==> src/hdl/lars_pkg.sv <==
package lars_pkg;

    // width of one grid line on the ports
    localparam int unsigned LINE_W = 64;

    // bits of a live-neighbor count (0 to 8)
    localparam int unsigned CNT_W = 4;

    // one column as seen by its neighbors
    typedef struct packed {
        logic upper;
        logic middle;
        logic down;
    } lars_col_t;

    // control shared by every cell of the row
    typedef struct packed {
        logic shift_en;
        logic clear;
    } lars_cell_ctrl_t;

endpackage

==> src/hdl/lars_cell.sv <==
module lars_cell
    import lars_pkg::*;
(
    input  logic            aclk,
    input  logic            aresetn,
    input  lars_cell_ctrl_t ctrl,
    input  logic            down_bit,
    input  lars_col_t       left_col,
    input  lars_col_t       right_col,
    output lars_col_t       own_col,
    output logic            next_bit
);

    logic upper_reg;
    logic middle_reg;
    logic [CNT_W-1:0] count;

    // column state: cleared on reset or clear; on a shift, middle moves up and the new line bit becomes the middle
    always_ff @(posedge aclk) begin
        if (!aresetn || ctrl.clear) begin
            upper_reg  <= 1'b0;
            middle_reg <= 1'b0;
        end else if (ctrl.shift_en) begin
            upper_reg  <= middle_reg;
            middle_reg <= down_bit;
        end
    end

    assign own_col.upper  = upper_reg;
    assign own_col.middle = middle_reg;
    assign own_col.down   = down_bit;

    // live neighbors around the middle cell
    assign count = CNT_W'(left_col.upper)  + CNT_W'(left_col.middle)  + CNT_W'(left_col.down)
                 + CNT_W'(right_col.upper) + CNT_W'(right_col.middle) + CNT_W'(right_col.down)
                 + CNT_W'(upper_reg)       + CNT_W'(down_bit);

    // born on three, survives on two or three
    assign next_bit = (count == CNT_W'(3)) || ((count == CNT_W'(2)) && middle_reg);

endmodule

==> src/hdl/life_automaton_row_step.sv <==
// a result beat is registered and valid in the cycle after the line beat that completes it
// throughput: one line per cycle while m_ready allows; a final line's second result blocks input
// the row of COLS cells holds the two previous lines, one column per cell
// reset (aresetn low, synchronous) clears the held lines, the frame state and m_valid
module life_automaton_row_step
    import lars_pkg::*;
#(
    parameter int unsigned COLS = 64
) (
    input  logic              aclk,
    input  logic              aresetn,
    input  logic              s_valid,
    output logic              s_ready,
    input  logic [LINE_W-1:0] s_line_cells,
    input  logic              s_final_line,
    output logic              m_valid,
    input  logic              m_ready,
    output logic [LINE_W-1:0] m_next_line,
    output logic              m_frame_done
);

    logic              held_reg;
    logic              held_next;
    logic              flush_reg;
    logic              flush_next;
    logic              m_valid_reg;
    logic              m_valid_next;
    logic [LINE_W-1:0] next_line_reg;
    logic              frame_done_reg;

    logic              out_free;
    logic              accept;
    logic              flush_fire;
    logic              emit;
    logic [COLS-1:0]   down_vec;
    logic [COLS-1:0]   next_vec;
    lars_cell_ctrl_t   cell_ctrl;
    lars_col_t         col_vec [COLS];

    // handshake and control
    assign out_free   = !m_valid_reg || m_ready;
    assign s_ready    = out_free && !flush_reg;
    assign accept     = s_valid && s_ready;
    assign flush_fire = flush_reg && out_free;
    assign emit       = (accept && held_reg) || flush_fire;

    // the line below is dead while the frame's last line is flushed
    assign down_vec = flush_reg ? '0 : s_line_cells[COLS-1:0];

    assign cell_ctrl.shift_en = accept;
    assign cell_ctrl.clear    = flush_fire;

    // row of cells, each talking to its neighbors; the edge columns see dead cells beyond the row
    for (genvar c = 0; c < COLS; c++) begin : g_cell
        lars_col_t left_col;
        lars_col_t right_col;

        if (c == 0) begin : g_left_edge
            assign left_col = '0;
        end else begin : g_left_inner
            assign left_col = col_vec[c-1];
        end

        if (c == COLS - 1) begin : g_right_edge
            assign right_col = '0;
        end else begin : g_right_inner
            assign right_col = col_vec[c+1];
        end

        lars_cell u_cell (
            .aclk      (aclk),
            .aresetn   (aresetn),
            .ctrl      (cell_ctrl),
            .down_bit  (down_vec[c]),
            .left_col  (left_col),
            .right_col (right_col),
            .own_col   (col_vec[c]),
            .next_bit  (next_vec[c])
        );
    end

    // next frame state
    always_comb begin
        held_next    = held_reg;
        flush_next   = flush_reg;
        m_valid_next = m_valid_reg && !m_ready;
        if (accept) begin
            held_next = 1'b1;
            if (s_final_line) begin
                flush_next = 1'b1;
            end
        end
        if (flush_fire) begin
            held_next  = 1'b0;
            flush_next = 1'b0;
        end
        if (emit) begin
            m_valid_next = 1'b1;
        end
    end

    always_ff @(posedge aclk) begin
        if (!aresetn) begin
            held_reg    <= 1'b0;
            flush_reg   <= 1'b0;
            m_valid_reg <= 1'b0;
        end else begin
            held_reg    <= held_next;
            flush_reg   <= flush_next;
            m_valid_reg <= m_valid_next;
        end
    end

    // result beat register
    always_ff @(posedge aclk) begin
        if (emit) begin
            next_line_reg  <= LINE_W'(next_vec);
            frame_done_reg <= flush_fire;
        end
    end

    assign m_valid      = m_valid_reg;
    assign m_next_line  = next_line_reg;
    assign m_frame_done = frame_done_reg;

endmodule
==> config.mk <==
export PLATFORM = sky130hd
export DESIGN_NAME = life_automaton_row_step
export DESIGN_NICKNAME = d
export VERILOG_FILES = /design/src/hdl/lars_pkg.sv /design/src/hdl/lars_cell.sv /design/src/hdl/life_automaton_row_step.sv
export SDC_FILE = /design/constraint.sdc
export NUM_CORES = 1
export LEC_CHECK = 0
export BUFFER_PORTS_ARGS = -buffer_cell sky130_fd_sc_hd__buf_2
export CAP_MARGIN = 20
export CORE_MARGIN = 10
export CORE_UTILIZATION = 45
export DETAILED_ROUTE_END_ITERATION = 7
export GPL_TIMING_DRIVEN = 0
export SYNTH_ARGS = -nofsm -noshare
export SYNTH_HDL_FRONTEND = slang
export SYNTH_SLANG_ARGS = --single-unit
==> constraint.sdc <==
create_clock -name aclk -period 5.7 [get_ports aclk]
set_input_delay 1.71 -clock aclk [delete_from_list [all_inputs] [get_ports aclk]]
set_output_delay 1.71 -clock aclk [all_outputs]
set_load 0.02 [all_outputs]
## After elaboration in Yosys (flattened, before gate mapping)

Index checks and enable logic that the tools add are counted.
W data, S select, Z words.

- Logic and storage cells: 846
- Input bits: 69
- Bits in registers: 196
- Output and inout bits: 67

- Bitwise logic cells: 1
- Muxes and demuxes: 2
- $add $sub $neg: 440
- Equal/unequal tests: 128
- Reductions and logical operators: 142

Operator list:

| operator | count |
|---|---|
| $add A4 B1 Y4 | 377 |
| $eq A4 B2 Y1 const B | 128 |
| $add A1 B1 Y2 | 63 |
| $logic_and A1 B1 Y1 | 69 |
| $logic_or A1 B1 Y1 | 67 |
| $mux W64 | 1 |
| $logic_not A1 Y1 | 4 |
| $reduce_and A2 Y1 | 1 |
| $reduce_or A2 Y1 | 1 |
| $mux W1 | 1 |
| $not A1 Y1 | 1 |

## Logic depth before layout (Yosys ltp)

Gate-level depths: netlist of run 1.

- Depth after elaboration: 10
- Mapped depth: 14
- Mapped depth without buffers: 12

## Cells and area by module

A second synthesis of run 1 with hierarchy kept.

- Cells, all modules: 2267
- Area total of the unflattened synthesis: 21126.5 sq um

By module, submodules not included:

| module | cells an instance | seq. area each (sq um) | area each (sq um) | instances |
|---|---|---|---|---|
| lars_cell (g_cell[0].u_cell ...) | 33 | 40.0 | 296.5 | 37 |
| lars_cell (g_cell[25].u_cell ...) | 33 | 40.0 | 281.5 | 27 |
| life_automaton_row_step | 155 | 2011.9 | 2553.7 | 1 |

## Worst setup path before layout of run 1

No wires, ideal clock.

- Path kind: input to register
- From: input port m_ready
- To: register frame_done_reg, in the netlist m_frame_done (enable)
- Path buffers: 0
- Arrival: 4.508 ns
- Slack: 0.704 ns
- Library setup time: 0.488 ns
- Data required time: 5.212 ns
- Cell stages on the path: 2
- Path through: nor2b_1 > nor2_1

- Longest elaborated chain between the ends: 5
- Elaborated cells on any way between the ends: 6
- Classes of those cells: reduce/logical: 6

Ends and longest elaborated chain:

| what | RTL line | text |
|---|---|---|
| start: declaration | life_automaton_row_step.sv:17 | `input logic m_ready,` |
| $logic_or A1 B1 Y1 (*) | life_automaton_row_step.sv:41 | `assign out_free = !m_valid_reg \|\| m_ready;` |
| $logic_and A1 B1 Y1 | life_automaton_row_step.sv:42 | `assign s_ready = out_free && !flush_reg;` |
| $logic_and A1 B1 Y1 | life_automaton_row_step.sv:43 | `assign accept = s_valid && s_ready;` |
| $logic_and A1 B1 Y1 | life_automaton_row_step.sv:45 | `assign emit = (accept && held_reg) \|\| flush_fire;` |
| $logic_or A1 B1 Y1 (*) | life_automaton_row_step.sv:45 |  |
| net emit | life_automaton_row_step.sv:34 | `logic emit;` |
| end signal: assignment | life_automaton_row_step.sv:118 | `frame_done_reg <= flush_fire;` |
| end: declaration | life_automaton_row_step.sv:29 | `logic frame_done_reg;` |

The timed path passes the listed nets; every way through them passes the cells marked *.
A chain may end at the register's enable or synchronous reset.

## Final worst setup path of run 1

- From: input port s_line_cells[2]
- To: register next_line_reg[1], in the netlist m_next_line[1] (data pin)

- Longest elaborated chain between the ends: 7
- Elaborated cells on any way between the ends: 8
- Classes of those cells: add/sub: 3; eq/ne: 2; mux: 1; reduce/logical: 2

Ends and longest elaborated chain:

| what | RTL line | text |
|---|---|---|
| start: declaration | life_automaton_row_step.sv:14 | `input logic [LINE_W-1:0] s_line_cells,` |
| $mux W64 (*) | life_automaton_row_step.sv:48 | `assign down_vec = flush_reg ? '0 : s_line_cells[COLS-1:0];` |
| $add A4 B1 Y4 (*) | lars_cell.sv:35 | `+ CNT_W'(right_col.upper) + CNT_W'(right_col.middle) + CNT_W'(right_col.down)` |
| $add A4 B1 Y4 (*) (2 in a row) | lars_cell.sv:36 | `+ CNT_W'(upper_reg) + CNT_W'(down_bit);` |
| $eq A4 B2 Y1 | lars_cell.sv:39 | `assign next_bit = (count == CNT_W'(3)) \|\| ((count == CNT_W'(2)) && middle_reg);` |
| $logic_and A1 B1 Y1 | lars_cell.sv:39 |  |
| $logic_or A1 B1 Y1 (*) | lars_cell.sv:39 |  |
| net g_cell[1].u_cell.next_bit | lars_cell.sv:11 | `output logic next_bit` |
| end signal: assignment | life_automaton_row_step.sv:117 | `next_line_reg <= LINE_W'(next_vec);` |
| end: declaration | life_automaton_row_step.sv:28 | `logic [LINE_W-1:0] next_line_reg;` |

Marks and branches as above.

==> flow_metrics.env, run 1 <==
export IMPL_multiInputGateArea_mm2=0.0108
export IMPL_final_period_utilization_pct=74.0
export IMPL_core_mm2=0.0388
export IMPL_worst_pin_slew_ps=683
export IMPL_num_rows=72
export IMPL_dpl_hpwl_um=30800
export IMPL_synth_seq_area_share_pct=25.8
export IMPL_netlist_area_leader_share_pct=28.3
export IMPL_startpoint_type="input port"
export IMPL_antenna_found_initial=4
export IMPL_nFillCells=3582
export IMPL_syn_area_per_cell_um2=9.91
export IMPL_final_common_cell="inv_1"
export IMPL_grtUsageTotal_pct=16.4
export IMPL_synthArstFlopShare_pct=0
export IMPL_fmax_mhz=237
export IMPL_die_y_um=219
export IMPL_drc=0
export IMPL_final_cell_mix="inv_1, fa_1, ha_1"
export IMPL_drive_above_1_share_pct=10.2
export IMPL_ys_seq_elements=196
export IMPL_seq_area_mm2=0.00457
export IMPL_start_util_pct=45.7
export IMPL_post_cts_resized=0
export IMPL_path_max_fanout=5
export IMPL_grt_util_met1_pct=20.5
export IMPL_critPathCaptureType="flop"
export IMPL_cts_tree="built"
export IMPL_clockBufferDepth=2
export IMPL_clkTransAtPathRegs_ps=70
export IMPL_grt_overflow=0
export IMPL_fin_tns_setup_ps=0
export IMPL_ir_drop_mv=0.148
export IMPL_crit_required_ps=5950
export IMPL_drt_first_iter_violations=430
export IMPL_synth_top_area_cell="fa_1"
export IMPL_synth_ff_type="dfxtp_1"
export IMPL_critPathKind="in -> reg"
export IMPL_htreeDepth=4
export IMPL_max_cap_violations=0
export IMPL_slew_violations=0
export IMPL_die_width_um=219
export IMPL_syn_nets=2305
export IMPL_synth_edff_count=65
export IMPL_finalSetupViolCount=0
export IMPL_power_density_mw_per_mm2=232
export IMPL_relSlewSlack_pct=54.4
export IMPL_place_gp_congestion=0.815
export IMPL_fin_crit_ps=4220
export IMPL_met3_usage_pct=3.45
export IMPL_cts_buffers=17
export IMPL_portBuffers=135
export IMPL_grt_busiest_layer="met2"
export IMPL_cts_root_buf="clkbuf_16"
export IMPL_p_leak_nw=9.90
export IMPL_grt_pass1_wl_um=63500
export IMPL_cts_setup_buffers=0
export IMPL_route_detailed_wl_per_inst_um=15.1
export IMPL_io_pins=136
export IMPL_antenna_left=0
export IMPL_cp_arrival_ps=4460
export IMPL_wl_um=37600
export IMPL_final_hold_viol_count=0
export IMPL_firstDrtPassIters=5
export IMPL_final_nets=2462
export IMPL_grt_start_max_net_pins=20
export IMPL_synth_area_top_cells="fa_1, dfxtp_1, ha_1, inv_1, edfxtp_1"
export IMPL_fin_skew_ps=10.2
export IMPL_synthCells=1791
export IMPL_clock_sinks=196
export IMPL_die_area_mm2=0.0478
export IMPL_hold_path_class="reg -> reg"
export IMPL_routed_via_count=12100
export IMPL_syn_area_mm2=0.0178
export IMPL_area_growth_pct=11.1
export IMPL_hold_buffers=0
export IMPL_synth_warnings=0
export IMPL_worstSkewPairLatency_ps=450
export IMPL_power_w=0.00458
export IMPL_viasPerCell=4.87
export IMPL_synth_cell_types=32
export IMPL_grt_pass1_vias=12900
export IMPL_rsz0062_at_grt="false"
export IMPL_status="complete, no violations"
export IMPL_grt_use_met2_pct=28.5
[power breakdown]
group | internal (W) | switching [W]
registers | 0.00160 | 0.0000816
logic | 0.000710 | 0.000987
clock network | 0.000599 | 0.000603
total | 0.00291 | 0.00167
[worst max-delay path, cell delays in order]
cell	delay, ps
buf_2	90
nor2b_1	350
inv_1	120
fa_1	490
fa_1	500
inv_1	50
fa_1	380
inv_1	80
fa_1	400
nor3_1	300
[routing by layer]
| layer | wire (um) | up-vias |
|---|---|---|
| met5 | 30 | - |
| met4 | 517 | 6 |
| met3 | 1600 | 28 |
| met2 | 18600 | 134 |
| met1 | 16800 | 6015 |
| li1 | - | 5898 |
[kinds of logic after synthesis]
family | after synthesis | share of synthesized area (%)
buf+inv | 616 | 13.4
fa+ha+maj | 445 | 42.0
simple gates | 299 | 8.32
compound gates | 233 | 10.4
flops | 196 | 25.8
xor+xnor | 2 | 0.0987
[layout make-up]
cell class              count  share of cell area [%]
flip-flops and latches    196                    23.2
repair buffers            138                    3.81
diodes                      1                  0.0127
well taps                 518                    3.29
inverters                 581                    11.1
clock inverters            13                   0.571
plain buffers              35                    1.00
multi-input cells         979                    54.8
clock buffers              19                    2.30
[Yosys cell counts (9+ instances only)]
cell       instances
nor3_1            37
a22o_1           127
dfxtp_1          131
fa_1             251
ha_1             194
a31oi_1           49
nand2_1           50
buf_2             20
a2111oi_0         13
o22ai_1            9
edfxtp_1          65
nor2_1            94
a211o_1            9
nand2b_1          69
a211oi_1          14
nor2b_1           38
inv_1            581
[final timing paths]
path	startpoint	to	slack, ps	cells after the start
worst max-delay path	s_line_cells[2]	m_next_line[1]	1480	10
worst max register to register	flush_reg	m_next_line[10]	1740	10
worst min-delay path	g_cell[63].u_cell.upper_reg	g_cell[63].u_cell.upper_reg	480	1
worst min register to register	g_cell[63].u_cell.upper_reg	g_cell[63].u_cell.upper_reg	480	1
[through the flow]
step / instances / util, % / hold WS, ps / worst slack, ps / cell area, um2
2_1_floorplan: 1791 / - / 442 / 704 / 17800
3_3_place_gp: 2444 / 49.1 / 462 / -2150 / 19100
3_5_place_dp: 2447 / 49.3 / 468 / 1010 / 19200
4_1_cts: 2479 / 50.8 / 487 / 1450 / 19700
5_1_grt: 2479 / 50.8 / 520 / 1320 / 19700
6_report: 2480 / 50.8 / 483 / 1480 / 19700
Power figures use the tool's default switching activity.
==> run 2: changes to the inputs <==
==> constraint.sdc (replaced) <==
create_clock -name aclk -period 3.5 [get_ports aclk]
set_input_delay 1.05 -clock aclk [delete_from_list [all_inputs] [get_ports aclk]]
set_output_delay 1.05 -clock aclk [all_outputs]
set_load 0.02 [all_outputs]
==> flow_metrics.env, run 2 (same netlist as run 1, synthesis figures left out) <==
export IMPL_status="complete, no violations"
export IMPL_critPathCaptureType="flop"
export IMPL_max_cap_violations=0
export IMPL_relSlewSlack_pct=45.5
export IMPL_die_area_mm2=0.0478
export IMPL_startpoint_type="flop"
export IMPL_grtUsageTotal_pct=16.9
export IMPL_cts_tree="built"
export IMPL_final_nets=2461
export IMPL_setup_ws_ps=102
export IMPL_design_area_mm2=0.0200
export IMPL_worstSkewPairLatency_ps=500
export IMPL_final_hold_viol_count=0
export IMPL_clkTransAtPathRegs_ps=80
export IMPL_fin_crit_ps=3400
export IMPL_cts_buffers=17
export IMPL_htreeDepth=4
export IMPL_core_mm2=0.0388
export IMPL_seq_area_mm2=0.00457
export IMPL_ir_drop_mv=0.332
export IMPL_placed_area_mm2=0.0191
export IMPL_route_detailed_wl_per_inst_um=15.5
export IMPL_pre_cts_ws_ps=-577
export IMPL_drive_above_1_share_pct=12.9
export IMPL_path_max_fanout=10
export IMPL_cts_setup_buffers=0
export IMPL_power_density_mw_per_mm2=386
export IMPL_final_cell_mix="inv_1, fa_1, ha_1"
export IMPL_fin_skew_ps=12.8
export IMPL_io_pins=136
export IMPL_grt_pass1_vias=13100
export IMPL_wl_um=38300
export IMPL_drc=0
export IMPL_power_w=0.00771
export IMPL_dpl_hpwl_um=31100
export IMPL_die_y_um=219
export IMPL_slew_violations=0
export IMPL_place_gp_congestion=0.790
export IMPL_clockBufferDepth=2
export IMPL_final_common_cell="inv_1"
export IMPL_grt_start_max_net_pins=25
export IMPL_antenna_found_initial=5
export IMPL_drt_first_iter_violations=473
export IMPL_grt_overflow=0
export IMPL_routed_via_count=12200
export IMPL_num_rows=72
export IMPL_cp_arrival_ps=3670
export IMPL_nFillCells=3585
export IMPL_firstDrtPassIters=7
export IMPL_final_period_utilization_pct=97.1
export IMPL_portBuffers=135
export IMPL_fmax_mhz=294
export IMPL_start_util_pct=45.7
export IMPL_hold_path_class="reg -> reg"
export IMPL_antenna_left=0
export IMPL_p_leak_nw=9.95
export IMPL_multiInputGateArea_mm2=0.0110
export IMPL_finalSetupViolCount=0
export IMPL_worst_hold_slack_ps=484
export IMPL_cts_root_buf="clkbuf_16"
export IMPL_crit_required_ps=3770
export IMPL_area_growth_pct=12.4
export IMPL_die_width_um=219
export IMPL_worst_pin_slew_ps=815
export IMPL_critPathKind="reg -> reg"
export IMPL_viasPerCell=4.92
export IMPL_grt_pass1_wl_um=64100
export IMPL_clock_sinks=196
[run 2: cell count changes in the layout (fill, tap and decap cells not counted), sizes merged]
cell    previous run  this run
diode              1         2
clkinv             6         2
buf              166       167
bufinv             0         2
clkbuf            26        24
inv              587       589
[run 2: worst paths after layout]
check | from | end | cells past startpoint | slack, ps
setup / recovery | flush_reg | m_next_line[13] | 10 | 100
hold / removal | g_cell[63].u_cell.upper_reg | g_cell[63].u_cell.upper_reg | 1 | 480
setup reg to reg | flush_reg | m_next_line[13] | 10 | 100
hold reg to reg | g_cell[63].u_cell.upper_reg | g_cell[63].u_cell.upper_reg | 1 | 480
[run 2: final cells by class]
type                            instances  share of cell area [%]
Timing Repair Buffer                  137                    3.59
Inverter                              581                    10.9
Clock buffer                           19                    2.28
Multi-Input combinational cell        979                    55.1
Sequential cell                       196                    22.9
Tap cell                              518                    3.25
Antenna cell                            2                  0.0251
Buffer                                 35                    1.17
Clock inverter                         13                   0.702
[run 2: repair_timing]
| action | in CTS | in global routing |
|---|---|---|
| pin swaps | 0 | 2 |
| endpoints found under the setup margin | 62 | 31 |
| resized for setup | 28 | 49 |
| hold buffers | 0 | 0 |
| cloned | 0 | 0 |
[run 2: power by group]
group / switching (W) / leakage, nW / internal, W / total (W)
Sequential: 0.000134 / 1.70 / 0.00261 / 0.00274
Clock: 0.00101 / 0.295 / 0.00110 / 0.00211
Combinational: 0.00165 / 7.96 / 0.00121 / 0.00286
Total: 0.00279 / 9.95 / 0.00492 / 0.00771
[run 2: critical path: stages (launching register included)]
cell and delay, ps:
dfxtp_1 300, buf_4 170, clkbuf_8 190, nand2b_2 240, fa_1 480, fa_1 500, inv_1 50, fa_1 380
inv_1 80, fa_1 400, a2111oi_1 370
[run 2: layer usage]
| metal | share of wire (%) | vias up | GRT usage (%) |
|---|---|---|---|
| li1 | - | 5896 | - |
| met1 | 44 | 6108 | 20.2 |
| met2 | 49 | 141 | 28.7 |
| met3 | 4.3 | 43 | 4.36 |
| met4 | 2.3 | 6 | 6.48 |
| met5 | 0.13 | - | 0 |
[run 2: stage by stage]
step,util [%],TNS (ps),cells
global route,51.4,-3.18,2479
floorplan,-,0,1791
detailed placement,49.3,-14920,2446
CTS,51.0,0,2478
finish,51.4,0,2480
global placement,49.1,-114520,2444
==> run 3: changes to the inputs <==
--- a/config.mk
+++ b/config.mk
@@ -8,9 +8,10 @@
 export BUFFER_PORTS_ARGS = -buffer_cell sky130_fd_sc_hd__buf_2
 export CAP_MARGIN = 20
 export CORE_MARGIN = 10
-export CORE_UTILIZATION = 45
+export CORE_UTILIZATION = 56
 export DETAILED_ROUTE_END_ITERATION = 7
 export GPL_TIMING_DRIVEN = 0
+export PLACE_DENSITY = 0.78
 export SYNTH_ARGS = -nofsm -noshare
 export SYNTH_HDL_FRONTEND = slang
 export SYNTH_SLANG_ARGS = --single-unit
==> flow_metrics.env, run 3 (same netlist as run 1, synthesis figures left out) <==
export IMPL_status="finished with violations"
export IMPL_violations="setup timing"
export IMPL_clkTransAtPathRegs_ps=80
export IMPL_crit_path_frequent_cell="fa_1"
export IMPL_grt_pass1_wl_um=63900
export IMPL_grtUsageTotal_pct=20.3
export IMPL_placed_area_mm2=0.0190
export IMPL_antenna_left=0
export IMPL_pre_cts_ws_ps=-431
export IMPL_worstSkewPairLatency_ps=460
export IMPL_route_detailed_wl_per_inst_um=16.0
export IMPL_die_width_um=198
export IMPL_wl_um=37800
export IMPL_dpl_hpwl_um=30700
export IMPL_area_growth_pct=11.2
export IMPL_max_stage_delay_ps=500
export IMPL_grt_pass1_vias=13600
export IMPL_clockBufferDepth=2
export IMPL_drt_first_iter_violations=439
export IMPL_start_util_pct=56.5
export IMPL_cp_arrival_ps=3720
export IMPL_startpoint_type="flop"
export IMPL_cts_root_buf="clkbuf_16"
export IMPL_critPathKind="reg -> reg"
export IMPL_ir_drop_mv=0.393
export IMPL_fin_crit_ps=3500
export IMPL_drc=0
export IMPL_power_w=0.00755
export IMPL_intPower_w=0.00475
export IMPL_die_area_mm2=0.0392
export IMPL_viasPerCell=5.21
export IMPL_hp_start="g_cell[63].u_cell.upper_reg"
export IMPL_place_gp_congestion=0.828
export IMPL_max_cap_violations=0
export IMPL_r2r_start="flush_reg"
export IMPL_slew_violations=0
export IMPL_num_rows=65
export IMPL_firstDrtPassIters=4
export IMPL_io_pins=136
export IMPL_grt_overflow=0
export IMPL_crit_required_ps=3710
export IMPL_finalSetupViolCount=1
export IMPL_critPathCaptureType="flop"
export IMPL_worst_pin_slew_ps=588
export IMPL_final_period_utilization_pct=100
export IMPL_htreeDepth=4
export IMPL_clock_sinks=196
export IMPL_worst_hold_slack_ps=485
export IMPL_power_density_mw_per_mm2=382
export IMPL_min_to="g_cell[63].u_cell.upper_reg"
export IMPL_design_area_mm2=0.0197
export IMPL_fmax_mhz=285
export IMPL_cp_cell_sequence="clkbuf_4, clkbuf_4, nand2b_2, fa_1, fa_1, inv_1, fa_1, inv_1, fa_1, a2111oi_1"
export IMPL_cts_setup_buffers=0
export IMPL_setup_ws_ps=-4.21
export IMPL_hold_buffers=0
export IMPL_final_hold_viol_count=0
export IMPL_relSlewSlack_pct=60.7
export IMPL_antenna_found_initial=5
export IMPL_r2r_cells=10
export IMPL_portBuffers=135
export IMPL_reg2reg_slack_ps=-4
export IMPL_final_cell_mix="inv_1, fa_1, ha_1"
export IMPL_r2r_end="m_next_line[37]"
export IMPL_hold_depth=1
export IMPL_drive_above_1_share_pct=12.9
export IMPL_grt_start_max_net_pins=27
export IMPL_final_common_cell="inv_1"
export IMPL_core_mm2=0.0314
export IMPL_cts_buffers=17
export IMPL_hold_path_class="reg -> reg"
export IMPL_final_nets=2461
export IMPL_switching_power_w=0.00279
export IMPL_crit_path_top_delay_cell="fa_1"
export IMPL_cts_tree="built"
export IMPL_fin_tns_setup_ps=-4.21
export IMPL_clkPwrFrac_pct=25.4
export IMPL_path_max_fanout=10
export IMPL_p_leak_nw=9.93
export IMPL_die_y_um=198
export IMPL_fin_skew_ps=10.6
export IMPL_p_seq_share_pct=36.4
export IMPL_comb_power_share_pct=38.2
export IMPL_swShare_pct=37.0
export IMPL_routed_via_count=12300
-- run 3: changes by cell type in the layout (fill, tap and decap cells not counted), sizes merged --
cell | before | now
clkinv | 2 | 7
diode | 2 | 3
bufinv | 2 | 0
clkbuf | 24 | 21
clkinvlp | 1 | 0
buf | 167 | 168
-- run 3: per-layer routing --
metal / global-route usage (%) / wire [um] / vias up
met4: 6.61 / 677 / 4
li1: - / - / 5903
met2: 36.1 / 19600 / 192
met3: 3.50 / 1450 / 42
met5: 0 / 23 / -
met1: 24.3 / 16000 / 6179
-- run 3: area by class of cell --
class	count	area, um2
Sequential cell	196	4570
Buffer	35	230
Clock inverter	15	120
Timing Repair Buffer	137	716
Fill cell	2595	11700
Inverter	581	2180
Tap cell	402	503
Clock buffer	17	425
Multi-Input combinational cell	979	11000
Antenna cell	3	7.51
-- run 3: worst max-delay path by stage --
stage                          start              end
floorplan           s_line_cells[14]  m_next_line[13]
CTS                        flush_reg  m_next_line[22]
global route               flush_reg  m_next_line[37]
finish                     flush_reg  m_next_line[37]
detailed placement         flush_reg  m_next_line[22]
global placement             s_valid  m_next_line[25]
-- run 3: power by group through the flow --
stage	Sequential [W]	Clock, W	Combinational (W)
2_1_floorplan	0.00289	0	0.00193
3_3_place_gp	0.00280	0	0.00259
3_5_place_dp	0.00280	0	0.00282
4_1_cts	0.00274	0.00197	0.00286
5_1_grt	0.00277	0.00205	0.00336
6_report	0.00274	0.00192	0.00289
-- run 3: stage by stage --
stage / cells / util (%)
floorplan: 1791 / -
global placement: 2328 / 60.3
detailed placement: 2330 / 60.5
CTS: 2362 / 62.4
global route: 2364 / 62.9
finish: 2365 / 62.9
-- run 3: repair_timing --
action	4_1_cts	5_1_grt
hold endpoints to repair	0	0
resized for setup	27	53
pin swaps	0	3
endpoints found under the setup margin	58	38
-- run 3: critical path: cells and delay by family, from the launching register on --
family	cells	cell delay [ps]
adder cells (fa/ha/maj)	4	1810
buffers and inverters	4	530
AO/OA/AOI/OAI	1	370
flip-flops	1	300
AND/OR/NAND/NOR	1	250
